==> config.mk <==
export PLATFORM = sky130hd
export DESIGN_NAME = ttcb_cfg_flat
export DESIGN_NICKNAME = d
export VERILOG_FILES = /design/src/rtl/ttcb_pkg.sv /design/src/rtl/ttcb_if.sv /design/src/rtl/ttcb_cfg.sv /design/src/flat_wrapper.sv
export SDC_FILE = /design/constraint.sdc
export NUM_CORES = 1
export LEC_CHECK = 0
export BUFFER_PORTS_ARGS = -buffer_cell sky130_fd_sc_hd__buf_2
export CAP_MARGIN = 20
export CORE_UTILIZATION = 45
export DETAILED_ROUTE_END_ITERATION = 7
export GPL_TIMING_DRIVEN = 0
export MAX_ROUTING_LAYER = met4
export PLACE_DENSITY = 0.85
export REMOVE_ABC_BUFFERS = 1
export SLEW_MARGIN = 0
export SYNTH_ARGS = -nofsm -noshare
export SYNTH_HDL_FRONTEND = slang
export SYNTH_SLANG_ARGS = --single-unit
==> constraint.sdc <==
create_clock -name clk -period 1.81 [get_ports clk]
set_clock_uncertainty 0.15 [all_clocks]
set_input_delay 0.181 -clock clk [delete_from_list [all_inputs] [get_ports clk]]
set_output_delay 0.181 -clock clk [all_outputs]
set_load 0.005 [all_outputs]
==> src/rtl/ttcb_pkg.sv <==
// ----------------------------------------------------------------------------
// ttcb_pkg: text terminal char buffer shared definitions
// Geometry, opcodes, character codes and internal structs.
// ----------------------------------------------------------------------------
`default_nettype none

package ttcb_pkg;

    localparam int MAX_COLS   = 128;
    localparam int MAX_ROWS   = 64;
    localparam int COL_W      = 7;
    localparam int ROW_W      = 6;
    localparam int ADDR_W     = COL_W + ROW_W;
    localparam int DEPTH      = MAX_COLS * MAX_ROWS;
    localparam int CFG_IDX_W  = 2;
    localparam int CFG_DATA_W = 8;

    localparam logic [7:0] COLS_RESET = 8'd80;
    localparam logic [6:0] ROWS_RESET = 7'd25;
    localparam logic [7:0] COLS_MAX   = 8'd128;
    localparam logic [6:0] ROWS_MAX   = 7'd64;

    localparam logic [7:0] CH_NEWLINE   = 8'd10;
    localparam logic [7:0] CH_BACKSPACE = 8'd8;
    localparam logic [7:0] CH_SPACE     = 8'd32;
    localparam logic [7:0] CH_LAST_PRT  = 8'd126;

    typedef enum logic [1:0] {
        OP_NOP  = 2'd0,
        OP_KEY  = 2'd1,
        OP_RAW  = 2'd2,
        OP_READ = 2'd3
    } op_t;

    typedef enum logic [CFG_IDX_W-1:0] {
        REG_COLS = 2'd0,
        REG_ROWS = 2'd1
    } cfg_reg_t;

    typedef struct packed {
        logic [7:0] act_cols;
        logic [6:0] act_rows;
    } cfg_t;

    typedef struct packed {
        logic              wr_en;
        logic [ADDR_W-1:0] wr_addr;
        logic [7:0]        wr_data;
        logic              rd_en;
        logic [ADDR_W-1:0] rd_addr;
    } ram_req_t;

endpackage

`default_nettype wire

==> src/rtl/ttcb_if.sv <==
// ----------------------------------------------------------------------------
// ttcb_if: channel interfaces
// Input item, result item and configuration write channels.
// ----------------------------------------------------------------------------
`default_nettype none


interface ttcb_cfg_if;
    logic       valid;
    logic       ready;
    logic [1:0] index;
    logic [7:0] data;

    modport source (output valid, index, data, input ready);
    modport sink   (input valid, index, data, output ready);
endinterface

`default_nettype wire

==> src/rtl/ttcb_cfg.sv <==
// ----------------------------------------------------------------------------
// ttcb_cfg: configuration registers
// Holds the column and row counts and clamps them to the usable range.
// ----------------------------------------------------------------------------
`default_nettype none

module ttcb_cfg
    import ttcb_pkg::*;
(
    input  wire logic   clk,
    input  wire logic   rst_n,
    ttcb_cfg_if.sink    cfg,
    output cfg_t        cfg_out
);

    logic [7:0] cols_reg;
    logic [6:0] rows_reg;

    assign cfg.ready = 1'b1;

    always_ff @(posedge clk or negedge rst_n)
    begin
        if (!rst_n)
        begin
            cols_reg <= COLS_RESET;
            rows_reg <= ROWS_RESET;
        end
        else if (cfg.valid)
        begin
            if (cfg.index == REG_COLS)
                cols_reg <= cfg.data;
            else if (cfg.index == REG_ROWS)
                rows_reg <= cfg.data[6:0];
        end
    end

    always_comb
    begin
        priority if (cols_reg == 8'd0)
            cfg_out.act_cols = 8'd1;
        else if (cols_reg > COLS_MAX)
            cfg_out.act_cols = COLS_MAX;
        else
            cfg_out.act_cols = cols_reg;

        priority if (rows_reg == 7'd0)
            cfg_out.act_rows = 7'd1;
        else if (rows_reg > ROWS_MAX)
            cfg_out.act_rows = ROWS_MAX;
        else
            cfg_out.act_rows = rows_reg;
    end

endmodule

`default_nettype wire

==> src/flat_wrapper.sv <==
// flat-port wrapper written by rule: the top's interface ports become plain ports
module ttcb_cfg_flat import ttcb_pkg::*;
  (clk, rst_n, cfg_out, cfg_valid, cfg_index, cfg_data, cfg_ready);
  ttcb_cfg_if cfg_i ();
  input  wire logic clk;
  input  wire logic rst_n;
  output cfg_t cfg_out;
  input wire logic [$bits(cfg_i.valid)-1:0] cfg_valid;
  input wire logic [$bits(cfg_i.index)-1:0] cfg_index;
  input wire logic [$bits(cfg_i.data)-1:0] cfg_data;
  output wire logic [$bits(cfg_i.ready)-1:0] cfg_ready;
  assign cfg_i.valid = cfg_valid;
  assign cfg_i.index = cfg_index;
  assign cfg_i.data = cfg_data;
  assign cfg_ready = cfg_i.ready;
  ttcb_cfg u_core (.clk(clk), .rst_n(rst_n), .cfg(cfg_i), .cfg_out(cfg_out));
endmodule
# --- Word level (Yosys, flattened, before mapping) ---
# Cells that the tools add are included.
classes:
  n_lt_le_gt_ge: 2
  eq_ne: 1
  bitwise_logic: 1
  reduce_logical: 5
  mux: 4
op_table:
  columns: ["operator", "n"]
  rows:
  - ["$mux W8", 2]
  - ["$mux W7", 2]
  - ["$gt A8 B8 Y1 const B", 1]
  - ["$logic_not A8 Y1", 1]
  - ["$gt A7 B7 Y1 const B", 1]
  - ["$logic_not A7 Y1", 1]
  - ["$reduce_and A3 Y1", 1]
  - ["$eq A2 B1 Y1 const B", 1]
  - ["$logic_not A2 Y1", 1]
  - ["$reduce_and A2 Y1", 1]
  - ["$not A1 Y1", 1]
totals:
  out_inout_bits: 16
  word_cells: 15
  input_bits: 13
  ff_bits: 15

# --- Depth between registers and ports, before layout ---
logic_depth:
  depth_word: 3
  mapped_depth: 2
  ltp_nobuf: 2

# --- Worst setup path before layout ---
# No wires, ideal clock.
synth_path:
  kind: "register to output"
  startpoint: "reg u_core.cols_reg[1]"
  endpoint: "out cfg_out[7] in the netlist's numbering"
  stages_incl_launch_ff: 3
  t_arrival_ns: 1.110
  path_buffers: 0
  path_slack_ns: 0.369
  required_time_ns: 1.479
  cell_sequence: "dfrtp_1 -> or4_4 -> o41ai_2"
synth_rtl:
  columns: ["item", "line_no", "source"]
  rows:
  - ["start, declared", "ttcb_cfg.sv:16", "logic [7:0] cols_reg;"]
  - ["start signal, assigned", "ttcb_cfg.sv:31", "cols_reg <= cfg.data;"]
  - ["end, declared", "flat_wrapper.sv:7", "output cfg_t cfg_out;"]

==> key figures <==
Power and ir drop
  • Combinational share of power: between 20% and 30%
  • Switch Pwr: about 0.27 mW
  • Total power per unit cell area: 930 nW/um^2
  • Pleak: 0.469 nW
  • Total power consumption of the routed design: 0.933 mW
  • Sequential share of power: just over 50%
  • Max IR drop VDD: ~0.00058 V
  • Internal power consumption: between 0.6 and 0.7 mW
  • Switching power share of the total: between 20 and 30%
  • Clock share of power: roughly a fifth

Clocking
  • CTS tree: yes
  • CTS buffer count: 3
  • Clock root buffer: sky130_fd_sc_hd__clkbuf_4
  • Clk_lat worst skew: just under 0.3 ns
  • CTS Buffer Depth: 2
  • Clk slew on worst S/H paths: 0.09 ns
  • Clock H-tree levels: 1
  • Number of clock sinks: 15

Detailed routing
  • Avg WL per Cell: ~14 um
  • Routed vias: 541
  • Post-detailed-route count of antenna-violating nets: 0
  • Wirelength, routed: around 1500 um
  • First drt pass iteration count: 2
  • Starting DRT DRC Count: 3
  • Drt drc: 0
  • Vias per inst: roughly 5

Placed design
  • Count of input and output buffers: 27
  • Detailed placement HPWL: slightly below 1000 um
  • Worst slack after detailed placement: around 0.21 ns
  • Cell count after placement: 93
  • Post-place instance area: approximately 860 um^2
  • GP Congestion: between 0.7 and 0.8

Floorplan
  • Number of rows in the core area: 14
  • Ports placed on the boundary: 29
  • Die area: 1760 um^2
  • Initial standard-cell utilization of the core: between 40% and 50%
  • Die Ht: 42.0 um
  • Placeable core region: around 1500 um^2
  • Die Span X: about 42 um

STA
  • Number of endpoints failing setup at the final stage: 1
  • Worst hold slack: around 0.15 ns
  • Minimum clock period: between 1.5 and 2 ns
  • Pins Over Slew Limit: 0
  • Setup TNS: -0.0928 ns
  • Post-route fraction of the period consumed by the critical path: 105%
  • Highest attainable clock frequency: between 500 and 600 MHz
  • Final critical-path setup slack: -0.0928 ns
  • Number of hold violations in the final report: 0
  • Unrepaired setup endpoints after global routing: yes

Synthesis
  • Top post-synthesis cells by area: sky130_fd_sc_hd__dfrtp_1, sky130_fd_sc_hd__mux2_2, sky130_fd_sc_hd__dfstp_2
  • Cell accounting for the most synthesized area: sky130_fd_sc_hd__dfrtp_1
  • Mean post-synth cell area: between 10 and 15 um^2
  • Sequential-to-total area share from yosys stat: 53.0%
  • Post-synthesis sequential element count: 15
  • Cell area after technology mapping: between 700 and 800 um^2
  • Synthesis warning total: 0
  • Mapped Cells: 53
  • Share of the synthesized area in the top cell type: roughly a third
  • Number of distinct standard cells referenced by the synthesized netlist: 14

GRT
  • Wire length of the first global-routing pass: roughly 2300 um
  • Total overflow reported by the global router: 0
  • Antenna violations before repair: 0
  • Via count of the first global-routing pass: 515
  • GRT Total Usage: between 10% and 20%
  • Largest net degree at the start of global routing: 16

Setup path
  • CP endpoint kind: output pin
  • Biggest cell delay along the critical path: around 0.53 ns
  • Required time reported for the critical path endpoint: 1.48 ns
  • CP Cell Sequence: or4_4, o41ai_2, buf_2
  • Max FO, Critical Path: 2
  • Arr. time, crit path: ~1.6 ns
  • Crit path kind: reg2out
  • Slowest stage cell, crit path: sky130_fd_sc_hd__or4_4
  • Number of buffer and inverter stages on the critical path: 1
  • Kind of start point of the critical path: flop
  • Top delay family on crit path: simple AND/OR/NAND/NOR gates

Cells and area
  • Final net count: ~110
  • Post-route non-filler standard cell count: 108
  • Post-route cell area: 1000 um^2
  • Max reg flops: 8
  • Layout cell share with drive strength beyond 1: roughly three fifths
  • Diode insertion count for antenna repair: 0
  • End-of-flow core utilization: between 60% and 70%
  • Layout overhead on the synthesized area: 39.5%

Run status
  • Failing checks: negative setup slack
  • Outcome: complete, but fails checks

Job
  • Max capacitance violation total: 0

Worst hold path
  • Worst min-delay path category: in2async
routing by layer:
metal | vias to the layer above | GRT usage [%] | routed length, um
li1 | 262 | - | -
met1 | 252 | 22.6 | 624
met2 | 22 | 29.4 | 720
met3 | 5 | 5.60 | 109
met4 | 0 | 13.5 | 43
met5 | - | - | 0
layout by cell type, fill, tap and decap left out:
cell                            instances
sky130_fd_sc_hd__dfstp_2                5
sky130_fd_sc_hd__nand3b_1               1
sky130_fd_sc_hd__conb_1                 1
sky130_fd_sc_hd__buf_2                 27
sky130_fd_sc_hd__or3_4                  1
sky130_fd_sc_hd__buf_4                  2
sky130_fd_sc_hd__nor3b_4                1
sky130_fd_sc_hd__dfrtp_1               10
sky130_fd_sc_hd__o41ai_2                2
sky130_fd_sc_hd__or4_4                  1
sky130_fd_sc_hd__clkbuf_1               1
sky130_fd_sc_hd__nor2b_1               11
sky130_fd_sc_hd__mux2_2                15
sky130_fd_sc_hd__dlygate4sd3_1          9
sky130_fd_sc_hd__nand2b_1               2
sky130_fd_sc_hd__clkbuf_4               3
power groups by stage:
| stage | sequential [mW] | clock (mW) | combinational, mW |
|---|---|---|---|
| 6_report | 0.481 | 0.198 | 0.254 |
| 5_1_grt | 0.491 | 0.216 | 0.278 |
| 4_1_cts | 0.474 | 0.199 | 0.242 |
| 3_5_place_dp | 0.481 | 0 | 0.220 |
| 3_3_place_gp | 0.476 | 0 | 0.215 |
| 2_1_floorplan | 0.463 | 0 | 0.130 |
final cells by class:
class                           instances  area, um^2
Fill cell                             111         503
Timing Repair Buffer                   38         240
Tap cell                               16        20.0
Clock buffer                            4        26.3
Multi-Input combinational cell         35         335
Sequential cell                        15         382
path summary, 6_finish.rpt:
kind	from	endpoint	slack (ns)	depth (start not counted)
worst min register to register	u_core.cols_reg[0]	u_core.cols_reg[0]	0.38	1
max in group asynchronous	rst_n	u_core.cols_reg[4]	1.07	2
worst min-delay path	rst_n	u_core.rows_reg[5]	0.15	2
worst max-delay path	u_core.cols_reg[1]	cfg_out[7]	-0.09	3
min in group clk	cfg_index[1]	u_core.cols_reg[6]	0.16	3
worst max register to register	u_core.rows_reg[5]	u_core.rows_reg[5]	0.75	2
synth_stat cells:
master and n:
sky130_fd_sc_hd__mux2_2 15, sky130_fd_sc_hd__nor2b_1 11, sky130_fd_sc_hd__dfrtp_1 10, sky130_fd_sc_hd__dfstp_2 5, sky130_fd_sc_hd__clkbuf_1 2, sky130_fd_sc_hd__nand2b_1 2
sky130_fd_sc_hd__buf_4 1, sky130_fd_sc_hd__conb_1 1, sky130_fd_sc_hd__nand3b_1 1, sky130_fd_sc_hd__nor3b_4 1, sky130_fd_sc_hd__o41ai_1 1, sky130_fd_sc_hd__o41ai_2 1
sky130_fd_sc_hd__or3_1 1, sky130_fd_sc_hd__or4_4 1
logic make-up after synthesis:
kind of cell / share of synthesized area (%)
other: 0.521
muxes: 23.5
AOI/OAI and AO/OA: 3.48
buffers and inverters: 2.09
and+or+nand+nor: 17.4
DFF: 53.0
timing repair:
| action | 4_1_cts | 5_1_grt |
|---|---|---|
| endpoints found under the setup margin | 1 | 2 |
| hold buffers | 9 | 0 |
| endpoints found under the hold margin | 29 | 0 |
| gates resized for setup | 0 | 2 |
| setup buffers | 1 | 1 |
Power figures use the tool's default switching activity.
