[src/rtl/ttcb_pkg.sv]
// ----------------------------------------------------------------------------
// ttcb_pkg: text terminal char buffer shared definitions
// Geometry, opcodes, character codes and internal structs.
// ----------------------------------------------------------------------------
`default_nettype none

package ttcb_pkg;

    localparam int MAX_COLS   = 128;
    localparam int MAX_ROWS   = 64;
    localparam int COL_W      = 7;
    localparam int ROW_W      = 6;
    localparam int ADDR_W     = COL_W + ROW_W;
    localparam int DEPTH      = MAX_COLS * MAX_ROWS;
    localparam int CFG_IDX_W  = 2;
    localparam int CFG_DATA_W = 8;

    localparam logic [7:0] COLS_RESET = 8'd80;
    localparam logic [6:0] ROWS_RESET = 7'd25;
    localparam logic [7:0] COLS_MAX   = 8'd128;
    localparam logic [6:0] ROWS_MAX   = 7'd64;

    localparam logic [7:0] CH_NEWLINE   = 8'd10;
    localparam logic [7:0] CH_BACKSPACE = 8'd8;
    localparam logic [7:0] CH_SPACE     = 8'd32;
    localparam logic [7:0] CH_LAST_PRT  = 8'd126;

    typedef enum logic [1:0] {
        OP_NOP  = 2'd0,
        OP_KEY  = 2'd1,
        OP_RAW  = 2'd2,
        OP_READ = 2'd3
    } op_t;

    typedef enum logic [CFG_IDX_W-1:0] {
        REG_COLS = 2'd0,
        REG_ROWS = 2'd1
    } cfg_reg_t;

    typedef struct packed {
        logic [7:0] act_cols;
        logic [6:0] act_rows;
    } cfg_t;

    typedef struct packed {
        logic              wr_en;
        logic [ADDR_W-1:0] wr_addr;
        logic [7:0]        wr_data;
        logic              rd_en;
        logic [ADDR_W-1:0] rd_addr;
    } ram_req_t;

endpackage

`default_nettype wire

[src/rtl/ttcb_if.sv]
// ----------------------------------------------------------------------------
// ttcb_if: channel interfaces
// Input item, result item and configuration write channels.
// ----------------------------------------------------------------------------
`default_nettype none

interface ttcb_in_if;
    logic       valid;
    logic       ready;
    logic [1:0] opcode;
    logic [7:0] char_code;
    logic [5:0] read_row;
    logic [6:0] read_col;

    modport source (output valid, opcode, char_code, read_row, read_col, input ready);
    modport sink   (input valid, opcode, char_code, read_row, read_col, output ready);
endinterface

interface ttcb_out_if;
    logic       valid;
    logic       ready;
    logic [6:0] cursor_col;
    logic [5:0] cursor_row;
    logic       scrolled;
    logic [7:0] cell_char;

    modport source (output valid, cursor_col, cursor_row, scrolled, cell_char, input ready);
    modport sink   (input valid, cursor_col, cursor_row, scrolled, cell_char, output ready);
endinterface


`default_nettype wire

[src/rtl/ttcb_seq.sv]
// ----------------------------------------------------------------------------
// ttcb_seq: cursor and store sequencer
// Clears the store after reset, runs each item, walks the store on scroll.
// ----------------------------------------------------------------------------
`default_nettype none

module ttcb_seq
    import ttcb_pkg::*;
(
    input  wire logic   clk,
    input  wire logic   rst_n,
    ttcb_in_if.sink     req,
    ttcb_out_if.source  rsp,
    input  cfg_t        cfg,
    output ram_req_t    ram,
    input  wire logic [7:0] rd_data
);

    typedef enum logic [2:0] {
        ST_CLEAR,
        ST_IDLE,
        ST_EXEC,
        ST_SCR_RD,
        ST_SCR_WR,
        ST_BLANK,
        ST_DONE
    } state_t;

    state_t           state_reg;
    op_t              op_reg;
    logic [7:0]       ch_reg;
    logic [ROW_W-1:0] rr_reg;
    logic [COL_W-1:0] rc_reg;
    logic [7:0]       cols_reg;
    logic [6:0]       rows_reg;
    logic [COL_W-1:0] cur_col_reg;
    logic [ROW_W-1:0] cur_row_reg;
    logic [COL_W-1:0] scr_col_reg;
    logic [ROW_W-1:0] scr_row_reg;
    logic             scroll_reg;
    logic             hit_reg;

    logic             out_valid_reg;
    logic [COL_W-1:0] out_col_reg;
    logic [ROW_W-1:0] out_row_reg;
    logic             out_scr_reg;
    logic [7:0]       out_cell_reg;

    logic [7:0]       col8;
    logic [6:0]       line7;
    logic             in_area;
    logic             do_write;
    logic [7:0]       col_a;
    logic [6:0]       line_a;
    logic [7:0]       col_b;
    logic [6:0]       line_b;
    logic             scroll_now;
    logic             read_hit;
    logic [ROW_W-1:0] last_row;
    logic             col_last;
    logic             out_free;

    // cursor step for one key or raw item
    always_comb
    begin
        col8     = {1'b0, cur_col_reg};
        line7    = {1'b0, cur_row_reg};
        in_area  = (col8 < cols_reg) && (line7 < rows_reg);
        do_write = 1'b0;
        col_a    = col8;
        line_a   = line7;
        if (ch_reg == CH_NEWLINE)
        begin
            col_a  = 8'd0;
            line_a = line7 + 7'd1;
        end
        else if (op_reg == OP_RAW)
        begin
            if (in_area)
            begin
                do_write = 1'b1;
                col_a    = col8 + 8'd1;
            end
        end
        else if (ch_reg == CH_BACKSPACE)
        begin
            if (col8 != 8'd0)
                col_a = col8 - 8'd1;
        end
        else if (ch_reg >= CH_SPACE && ch_reg <= CH_LAST_PRT)
        begin
            if (in_area)
            begin
                do_write = 1'b1;
                col_a    = col8 + 8'd1;
            end
        end
        if (col_a >= cols_reg)
        begin
            col_b  = 8'd0;
            line_b = line_a + 7'd1;
        end
        else
        begin
            col_b  = col_a;
            line_b = line_a;
        end
        scroll_now = (line_b >= rows_reg);
        read_hit   = ({1'b0, rr_reg} < rows_reg) && ({1'b0, rc_reg} < cols_reg);
    end

    assign last_row = ROW_W'(rows_reg - 7'd1);
    assign col_last = ({1'b0, scr_col_reg} == (cols_reg - 8'd1));
    assign out_free = !out_valid_reg || rsp.ready;

    always_comb
    begin
        ram = '0;
        unique case (state_reg)
            ST_CLEAR:
            begin
                ram.wr_en   = 1'b1;
                ram.wr_addr = {scr_row_reg, scr_col_reg};
                ram.wr_data = CH_SPACE;
            end
            ST_EXEC:
            begin
                ram.wr_en   = (op_reg == OP_KEY || op_reg == OP_RAW) && do_write;
                ram.wr_addr = {cur_row_reg, cur_col_reg};
                ram.wr_data = ch_reg;
                ram.rd_en   = (op_reg == OP_READ) && read_hit;
                ram.rd_addr = {rr_reg, rc_reg};
            end
            ST_SCR_RD:
            begin
                ram.rd_en   = 1'b1;
                ram.rd_addr = {scr_row_reg + ROW_W'(1), scr_col_reg};
            end
            ST_SCR_WR:
            begin
                ram.wr_en   = 1'b1;
                ram.wr_addr = {scr_row_reg, scr_col_reg};
                ram.wr_data = rd_data;
            end
            ST_BLANK:
            begin
                ram.wr_en   = 1'b1;
                ram.wr_addr = {last_row, scr_col_reg};
                ram.wr_data = CH_SPACE;
            end
            default:
            begin
                ram = '0;
            end
        endcase
    end

    assign req.ready      = (state_reg == ST_IDLE);
    assign rsp.valid      = out_valid_reg;
    assign rsp.cursor_col = out_col_reg;
    assign rsp.cursor_row = out_row_reg;
    assign rsp.scrolled   = out_scr_reg;
    assign rsp.cell_char  = out_cell_reg;

    always_ff @(posedge clk or negedge rst_n)
    begin
        if (!rst_n)
        begin
            state_reg     <= ST_CLEAR;
            cur_col_reg   <= '0;
            cur_row_reg   <= '0;
            scr_col_reg   <= '0;
            scr_row_reg   <= '0;
            scroll_reg    <= 1'b0;
            hit_reg       <= 1'b0;
            out_valid_reg <= 1'b0;
            op_reg        <= OP_NOP;
            cols_reg      <= COLS_RESET;
            rows_reg      <= ROWS_RESET;
        end
        else
        begin
            if (rsp.ready && state_reg != ST_DONE)
                out_valid_reg <= 1'b0;
            unique case (state_reg)
                ST_CLEAR:
                begin
                    {scr_row_reg, scr_col_reg} <= {scr_row_reg, scr_col_reg} + ADDR_W'(1);
                    if (&{scr_row_reg, scr_col_reg})
                        state_reg <= ST_IDLE;
                end
                ST_IDLE:
                begin
                    if (req.valid)
                    begin
                        op_reg    <= op_t'(req.opcode);
                        ch_reg    <= req.char_code;
                        rr_reg    <= req.read_row;
                        rc_reg    <= req.read_col;
                        cols_reg  <= cfg.act_cols;
                        rows_reg  <= cfg.act_rows;
                        state_reg <= ST_EXEC;
                    end
                end
                ST_EXEC:
                begin
                    hit_reg     <= read_hit;
                    scr_col_reg <= '0;
                    scr_row_reg <= '0;
                    if ((op_reg == OP_KEY || op_reg == OP_RAW) && scroll_now)
                    begin
                        cur_col_reg <= COL_W'(col_b);
                        cur_row_reg <= last_row;
                        scroll_reg  <= 1'b1;
                        state_reg   <= (rows_reg == 7'd1) ? ST_BLANK : ST_SCR_RD;
                    end
                    else
                    begin
                        scroll_reg <= 1'b0;
                        state_reg  <= ST_DONE;
                        if (op_reg == OP_KEY || op_reg == OP_RAW)
                        begin
                            cur_col_reg <= COL_W'(col_b);
                            cur_row_reg <= ROW_W'(line_b);
                        end
                    end
                end
                ST_SCR_RD:
                begin
                    state_reg <= ST_SCR_WR;
                end
                ST_SCR_WR:
                begin
                    if (col_last)
                    begin
                        scr_col_reg <= '0;
                        if ({1'b0, scr_row_reg} + 7'd2 == rows_reg)
                        begin
                            state_reg <= ST_BLANK;
                        end
                        else
                        begin
                            scr_row_reg <= scr_row_reg + ROW_W'(1);
                            state_reg   <= ST_SCR_RD;
                        end
                    end
                    else
                    begin
                        scr_col_reg <= scr_col_reg + COL_W'(1);
                        state_reg   <= ST_SCR_RD;
                    end
                end
                ST_BLANK:
                begin
                    if (col_last)
                        state_reg <= ST_DONE;
                    else
                        scr_col_reg <= scr_col_reg + COL_W'(1);
                end
                ST_DONE:
                begin
                    if (out_free)
                    begin
                        out_valid_reg <= 1'b1;
                        out_col_reg   <= cur_col_reg;
                        out_row_reg   <= cur_row_reg;
                        out_scr_reg   <= scroll_reg;
                        out_cell_reg  <= (op_reg == OP_READ && hit_reg) ? rd_data : 8'd0;
                        state_reg     <= ST_IDLE;
                    end
                end
                default:
                begin
                    state_reg <= ST_IDLE;
                end
            endcase
        end
    end

    a_cursor_inside: assert property (@(posedge clk) disable iff (!rst_n)
        (state_reg == ST_DONE && (op_reg == OP_KEY || op_reg == OP_RAW))
        |-> ({1'b0, cur_col_reg} < cols_reg && {1'b0, cur_row_reg} < rows_reg))
        else $error("cursor outside active area after write item");

    a_scroll_row: assert property (@(posedge clk) disable iff (!rst_n)
        (state_reg == ST_DONE && scroll_reg) |-> (cur_row_reg == last_row))
        else $error("scroll left cursor off last row");

    a_copy_rows: assert property (@(posedge clk) disable iff (!rst_n)
        (state_reg == ST_SCR_WR) |-> ({1'b0, scr_row_reg} + 7'd1 < rows_reg))
        else $error("scroll copy past second to last row");

    a_no_write_idle: assert property (@(posedge clk) disable iff (!rst_n)
        (state_reg == ST_IDLE || state_reg == ST_DONE) |-> !ram.wr_en)
        else $error("store written while not working on an item");

    a_result_once: assert property (@(posedge clk) disable iff (!rst_n)
        (state_reg == ST_DONE && out_free) |=> (out_valid_reg && state_reg == ST_IDLE))
        else $error("result not posted on completion");

endmodule

`default_nettype wire

[src/flat_wrapper.sv]
// flat-port wrapper written by rule: the top's interface ports become plain ports
module ttcb_seq_flat import ttcb_pkg::*;
  (clk, rst_n, cfg, ram, rd_data, req_valid, req_opcode, req_char_code, req_read_row, req_read_col, req_ready, rsp_valid, rsp_cursor_col, rsp_cursor_row, rsp_scrolled, rsp_cell_char, rsp_ready);
  ttcb_in_if req_i ();
  ttcb_out_if rsp_i ();
  input  wire logic clk;
  input  wire logic rst_n;
  input  cfg_t cfg;
  output ram_req_t ram;
  input  wire logic [7:0] rd_data;
  input wire logic [$bits(req_i.valid)-1:0] req_valid;
  input wire logic [$bits(req_i.opcode)-1:0] req_opcode;
  input wire logic [$bits(req_i.char_code)-1:0] req_char_code;
  input wire logic [$bits(req_i.read_row)-1:0] req_read_row;
  input wire logic [$bits(req_i.read_col)-1:0] req_read_col;
  output wire logic [$bits(req_i.ready)-1:0] req_ready;
  output wire logic [$bits(rsp_i.valid)-1:0] rsp_valid;
  output wire logic [$bits(rsp_i.cursor_col)-1:0] rsp_cursor_col;
  output wire logic [$bits(rsp_i.cursor_row)-1:0] rsp_cursor_row;
  output wire logic [$bits(rsp_i.scrolled)-1:0] rsp_scrolled;
  output wire logic [$bits(rsp_i.cell_char)-1:0] rsp_cell_char;
  input wire logic [$bits(rsp_i.ready)-1:0] rsp_ready;
  assign req_i.valid = req_valid;
  assign req_i.opcode = req_opcode;
  assign req_i.char_code = req_char_code;
  assign req_i.read_row = req_read_row;
  assign req_i.read_col = req_read_col;
  assign req_ready = req_i.ready;
  assign rsp_valid = rsp_i.valid;
  assign rsp_cursor_col = rsp_i.cursor_col;
  assign rsp_cursor_row = rsp_i.cursor_row;
  assign rsp_scrolled = rsp_i.scrolled;
  assign rsp_cell_char = rsp_i.cell_char;
  assign rsp_i.ready = rsp_ready;
  ttcb_seq u_core (.clk(clk), .rst_n(rst_n), .req(req_i), .rsp(rsp_i), .cfg(cfg), .ram(ram), .rd_data(rd_data));
endmodule
[config.mk]
export PLATFORM = sky130hd
export DESIGN_NAME = ttcb_seq_flat
export DESIGN_NICKNAME = d
export VERILOG_FILES = /design/src/rtl/ttcb_pkg.sv /design/src/rtl/ttcb_if.sv /design/src/rtl/ttcb_seq.sv /design/src/flat_wrapper.sv
export SDC_FILE = /design/constraint.sdc
export NUM_CORES = 1
export LEC_CHECK = 0
export ABC_AREA = 0
export BUFFER_PORTS_ARGS = -buffer_cell sky130_fd_sc_hd__buf_2
export CORE_UTILIZATION = 45
export DETAILED_ROUTE_END_ITERATION = 7
export PLACE_DENSITY_LB_ADDON = 0.2
export RECOVER_POWER = 50
export SLEW_MARGIN = 5
export SYNTH_ARGS = -nofsm -noshare
export SYNTH_HDL_FRONTEND = slang
export SYNTH_SLANG_ARGS = --single-unit
[constraint.sdc]
create_clock -name clk -period 5.15 [get_ports clk]
set_input_delay 0.515 -clock clk [delete_from_list [all_inputs] [get_ports clk]]
set_output_delay 0.515 -clock clk [all_outputs]
set_load 0.05 [all_outputs]
==> Word-level counts from Yosys, hierarchy flattened <==
Cells that the tools add are included.
Widths: inputs -> output; s select.
{ "classes": {"eq_ne": 22, "n_mux": 39, "add_sub_neg": 10, "order_cmp": 8, "reduce_logical": 24} }
{ "op_table": {"columns": ["cell", "n"], "rows": [
  ["$pmux 22 s4", 1],
  ["$mux 7", 7],
  ["$mux 8", 6],
  ["$pmux 14 s2", 1],
  ["$pmux 7 s4", 1],
  ["$mux 3", 8],
  ["$mux 6", 4],
  ["$pmux 3 s7", 1],
  ["$pmux 6 s3", 1],
  ["$eq 8x4->1 const B", 2],
  ["$lt 7x8->1", 2],
  ["$add 7x1->7 const B", 2],
  ["$lt 6x7->1", 2],
  ["$add 13x1->13 const B", 1],
  ["$reduce_and 13->1", 1],
  ["$eq 3x3->1 const B", 3],
  ["$mux 1", 9],
  ["$reduce_and 3->1", 3],
  ["$add 7x1->8 const B", 1],
  ["$eq 7x8->1", 1],
  ["$ge 8x6->1 const B", 1],
  ["$ge 8x8->1", 1],
  ["$le 8x7->1 const B", 1],
  ["$logic_and 1x1->1", 8],
  ["other kinds (25)", 35]
]} }
{ "totals": {"in_bits": 50, "output_inout_bits": 60, "ff_bits": 92, "wordCells": 121} }

==> Longest topological paths before layout <==
{ "logic_depth": {"word_depth": 13, "mapped_depth": 25, "depth_no_buf": 24} }

==> Worst setup path after synthesis <==
OpenSTA, ideal clock, no wires.
{ "synth_timing": {"path_type": "reg-to-reg", "start": "register u_core.rows_reg[2]", "end": "register u_core.cur_row_reg[3]", "path_stages_with_launch": 24, "period_less_slack_ps": 4765, "n_path_buf": 0, "required_time_ps": 5081, "arrival_ps": 4696, "slack_ps": 385, "setup_time_ps": 69, "cell_sequence": "dfrtp_1 -> inv_1 -> ha_1 -> nand2_1 -> o21ai_0 -> a31oi_1 -> o221a_2 -> and2_1 -> a311oi_1 -> nor3_1 -> ha_1 -> nand2_1 -> o21ai_0 -> a41oi_1 -> nor3b_1 -> nand2b_1 -> xnor2_1 -> ha_1 -> a21o_1 -> a21oi_1 -> o21ai_0 -> a21oi_1 -> or4b_1 -> nand3_1"} }
{ "synth_via": {"elab_chain_cells": 13} }
{ "synth_lines": {"columns": ["item", "line_no", "rtl"], "rows": [
  ["start: declaration", "ttcb_seq.sv:35", "logic [6:0] rows_reg;"],
  ["start signal: assignment", "ttcb_seq.sv:201", "rows_reg <= cfg.act_rows;"],
  ["$lt 6x7->1", "ttcb_seq.sv:68", "in_area = (col8 < cols_reg) && (line7 < rows_reg);"],
  ["$logic_and 1x1->1", "ttcb_seq.sv:68", null],
  ["$mux 8", "ttcb_seq.sv:79, ttcb_seq.sv:92", null],
  ["$mux 8", "ttcb_seq.sv:90", "else if (ch_reg >= CH_SPACE && ch_reg <= CH_LAST_PRT)"],
  ["$mux 8", "ttcb_seq.sv:85", "else if (ch_reg == CH_BACKSPACE)"],
  ["$mux 8", "ttcb_seq.sv:77", "else if (op_reg == OP_RAW)"],
  ["$mux 8", "ttcb_seq.sv:72", "if (ch_reg == CH_NEWLINE)"],
  ["$ge 8x8->1", "ttcb_seq.sv:98", "if (col_a >= cols_reg)"],
  ["$mux 7", "ttcb_seq.sv:98", null],
  ["$ge 7x7->1", "ttcb_seq.sv:108", "scroll_now = (line_b >= rows_reg);"],
  ["$logic_and 1x1->1", "ttcb_seq.sv:210", "if ((op_reg == OP_KEY || op_reg == OP_RAW) && scroll_now)"],
  ["$reduce_bool 2->1 (no line)", null, null],
  ["$reduce_and 2->1 (no line)", null, null],
  ["end signal: assignment", "ttcb_seq.sv:213", "cur_row_reg <= last_row;"],
  ["end signal: assignment", "ttcb_seq.sv:224", "cur_row_reg <= ROW_W'(line_b);"],
  ["end: declaration", "ttcb_seq.sv:37", "logic [ROW_W-1:0] cur_row_reg;"]
]} }
Parallel ways exist; a longest one is shown, timed or not. The select of a mux whose other input is x is not followed.
A chain may end at the register's enable or synchronous reset.

==> Final worst setup path <==
{ "layout_timing": {"start": "register u_core.rows_reg[4]", "end": "register u_core.state_reg[1]"} }
{ "layout_via": {"elab_chain_cells": 13} }
{ "layout_lines": {"columns": ["item", "line_no", "rtl"], "rows": [
  ["$lt 6x7->1", "ttcb_seq.sv:68", null],
  ["$logic_and 1x1->1", "ttcb_seq.sv:68", null],
  ["$mux 8", "ttcb_seq.sv:79, ttcb_seq.sv:92", null],
  ["$mux 8", "ttcb_seq.sv:90", null],
  ["$mux 8", "ttcb_seq.sv:85", null],
  ["$mux 8", "ttcb_seq.sv:77", null],
  ["$mux 8", "ttcb_seq.sv:72", null],
  ["$ge 8x8->1", "ttcb_seq.sv:98", null],
  ["$mux 7", "ttcb_seq.sv:98", null],
  ["$ge 7x7->1", "ttcb_seq.sv:108", null],
  ["$logic_and 1x1->1", "ttcb_seq.sv:210", null],
  ["$mux 3", "ttcb_seq.sv:210", null],
  ["$pmux 3 s7 (*)", "ttcb_seq.sv:185", "unique case (state_reg)"],
  ["end signal: assignment", "ttcb_seq.sv:215", "state_reg <= (rows_reg == 7'd1) ? ST_BLANK : ST_SCR_RD;"],
  ["end: declaration", "ttcb_seq.sv:29", "state_t state_reg;"]
]} }
Every way passes the cells marked *; elsewhere a longest branch is shown, timed or not.

==> summary.md <==
| Metric | Value |
|---|---|
| Outcome | `finished with violations` |
| Failing checks | `max-capacitance violations, max-slew violations` |
| Vias | `6555` |
| Most common cell after layout, fill and taps aside | `buf_2` |
| FP Rows | `44` |
| DPL Wire Length | `15940 um` |
| Hold_buf cts | `0` |
| Hold Path Class | `in2async` |
| Dpl ws | `-0.06724 ns` |
| H-Tree Depth | `3` |
| Post-DR vias/cell | `6.132` |
| CP max FO | `8` |
| Vias in the first global route | `6163` |
| Final instance area | `0.008264 sq mm` |
| Area of the die | `0.01548 sq mm` |
| Nets | `982` |
| Final min period | `4.931 ns` |
| Gr ovfl total | `0` |
| I/O pin cnt | `110` |
| DRC viols | `0` |
| Routed Wire Length | `21500 um` |
| Ant. Diodes | `0` |
| Dpl cell area | `just under 0.008 sq mm` |
| Syn Inst Count | `741` |
| Synthesized cell area | `0.006744 sq mm` |
| Relative slew slack | `-48.13%` |
| Fin. max-slew vios | `38` |
| CTS tree | `built` |
| Adder-Cell Fraction of Synth Area | `under 10%` |
| GP Congestion | `~0.88` |
| Total GRT Usage | `between 20% and 30%` |
| Global-route wire length before repair | `33120 um` |
| EDFF count, synth | `43` |
| Synth cell types | `81` |
| Worst-skew pair later-pin latency | `0.36 ns` |
| Final WS setup | `0.2187 ns` |
| Metal1 wirelength | `~9400 um` |
| Initial Util | `between 40% and 50%` |
| Final Total Pwr | `1518 uW` |
| Synthesis-to-layout area growth | `22.54%` |
| CTS Buffer Depth | `2` |
| Worst Setup Path Type | `reg2reg` |
| Post-route ant nets | `0` |
| Slew @ Worst Pin | `2.222 ns` |
| Clk pin slew, worst setup/hold paths | `0.07 ns` |
| Compound-Gate Fraction of Synth Area | `between 20% and 30%` |
| Syn_nets | `843` |
| Worst path required time | `5.39 ns` |
| Simple-gate area share of the yosys netlist | `21.78%` |
| Clk_skew | `0.01331 ns` |
| CTS Sinks | `92` |
| Number of buffers created by CTS | `9` |
| Power Dens Cells | `183.6 mW/mm^2` |
| Largest family of logic cells by synthesized area | `simple AND/OR/NAND/NOR gates` |
| Number of max-cap violations | `1` |
| Met2 routed WL | `9963 um` |
| Tcrit/Tclk final | `95.75%` |
| FF+latch count, synth | `92` |
| Port Buffers | `109` |
| XOR/XNOR Fraction of Synth Area | `5.714%` |
| Layout cells sized above 1 | `24.41%` |
| Die height | `124.4 um` |
| Syn_area_per_cell | `a little over 9 sq um` |
| Mux share of post-synthesis cell area | `less than 1%` |
| Largest net degree at the start of global routing | `38` |
| Most frequent cells in the layout | `buf_2, nand2_1, buf_4, ha_1, nor2_1` |
| Final Hold Fails | `0` |
| CP arrival | `5.17 ns` |
| Final setup viols | `0` |
| Wire length per cell | `20.11 um` |
| Startpoint Class | `flip-flop` |
| Filler instances | `1343` |
| Metal3 WL | `1494 um` |
| Warnings, synthesis | `0` |
| Achievable frequency | `approximately 200 MHz` |
| Top_reg_cell synth | `dfrtp_1` |
| Ys async rst share | `53.26%` |
| Register area share after synthesis | `37.42%` |
| Max layer used | `met4` |
| Die span in x | `124.4 um` |
| Initial antenna violation count | `0` |
| Iteration-0 DRC count of the detailed router | `587` |
| DR pass1 iterations | `7` |
| Crit. End Element | `flip-flop` |
| VDD IR max | `0.1711 mV` |
| LEAKAGE | `0.003705 uW` |
| Core area | `roughly 0.015 sq mm` |
| Clock Root Buffer | `clkbuf_16` |
worst paths after layout:
path                            slack, ns                      startpoint  cells after the start                                 to
worst max-delay path                 0.22  u_core.rows_reg[4]$_DFFE_PN1P_                     22    u_core.state_reg[1]$_DFFE_PN0P_
max in group asynchronous            2.27                           rst_n                      2  u_core.scr_col_reg[1]$_DFFE_PN0P_
worst max register to register       0.22  u_core.rows_reg[4]$_DFFE_PN1P_                     22    u_core.state_reg[1]$_DFFE_PN0P_
worst min-delay path                 0.30                           rst_n                      1  u_core.scr_col_reg[0]$_DFFE_PN0P_
worst min register to register       0.47   u_core.scroll_reg$_DFFE_PN0P_                      0      u_core.rsp.scrolled$_DFFE_PP_
min in group clk                     0.33                 req_read_row[2]                      1         u_core.rr_reg[2]$_DFFE_PP_
synth_stat cells (all sizes together) (6+ instances only):
cell,n,area share (%)
and2,6,0.58
and3,20,1.9
xnor2,31,4.0
nand3,25,1.9
a22o,8,1.1
nand2,71,4.0
a21o,10,1.1
nand4,11,1.2
nor4,9,1.1
a22oi,26,2.9
a31oi,8,0.74
a211oi,6,0.74
ha,52,9.6
nand2b,10,0.93
dfrtp,44,16
a21oi,28,2.1
buf,10,0.95
o22ai,11,1.0
or3,7,0.65
nor3,24,1.8
or2,9,0.83
inv,23,1.3
o21ai,50,3.7
nor2b,17,1.6
xor2,13,1.7
nor2,50,2.8
clkbuf,36,2.1
edfxtp,43,19
metrics by stage:
step	util (%)	setup TNS, ns	hold slack [ns]	cells
after floorplan	-	0	0.2194	741
after global placement	53.17	0	0.4453	1046
after detailed placement	53.17	-0.07703	0.4563	1046
after CTS	55.45	0	0.09344	1062
after global routing	56.65	-0.03665	0.3197	1069
final	56.65	0	0.2966	1069
timing repair:
| item | in CTS | in global routing |
|---|---|---|
| buffers inserted | 0 | 6 |
| setup endpoints to repair | 3 | 10 |
| pin swaps | 1 | 13 |
| cloned | 0 | 1 |
| resized for setup | 2 | 44 |
layer usage:
metal,track usage [%],vias up
met2,42.44,298
met1,36.87,3167
met5,0,-
li1,-,3038
met4,11.98,0
met3,4.639,52
cell families (layout without fill, tap and decap cells):
| logic type | Yosys count | after routing |
|---|---|---|
| AO/OA/AOI/OAI | 199 | 199 |
| XOR/XNOR | 44 | 44 |
| adder cells (fa/ha/maj) | 52 | 52 |
| buffers and inverters | 71 | 215 |
| flip-flops | 92 | 92 |
| multiplexers | 4 | 4 |
| AND/OR/NAND/NOR | 279 | 279 |
power breakdown:
| group | internal [uW] | switching [uW] |
|---|---|---|
| combinational | 13.2 | 14.9 |
| sequential | 767 | 0.0000000000000201 |
| clock | 436 | 286 |
area by class of cell:
class	instances	area, sq um	share of cell area (%)
multi-input cells	578	4120	49.86
flip-flops and latches	92	2524	30.54
well taps	184	230.2	2.786
repair buffers	174	977.2	11.82
inverters	25	93.84	1.136
clock buffers	11	242.7	2.937
clock inverters	5	76.32	0.9235
critical path, stage by stage, from the launching register on:
cell and delay, ns:
dfstp_2 0.55, inv_1 0.08, ha_4 0.23, a21o_1 0.18, a31oi_2 0.18, o221a_4 0.28, and2_4 0.20, and3_4 0.19
nor3_2 0.05, ha_1 0.35, a21oi_1 0.15, o21ai_1 0.11, a41oi_4 0.28, or2_4 0.21, mux2_2 0.35, ha_1 0.27
a31oi_1 0.08, o21ai_1 0.16, a21oi_2 0.09, buf_4 0.15, or3b_2 0.43, a21oi_1 0.16, o21ai_0 0.09
Note: power is estimated with default switching activity, not from simulation.
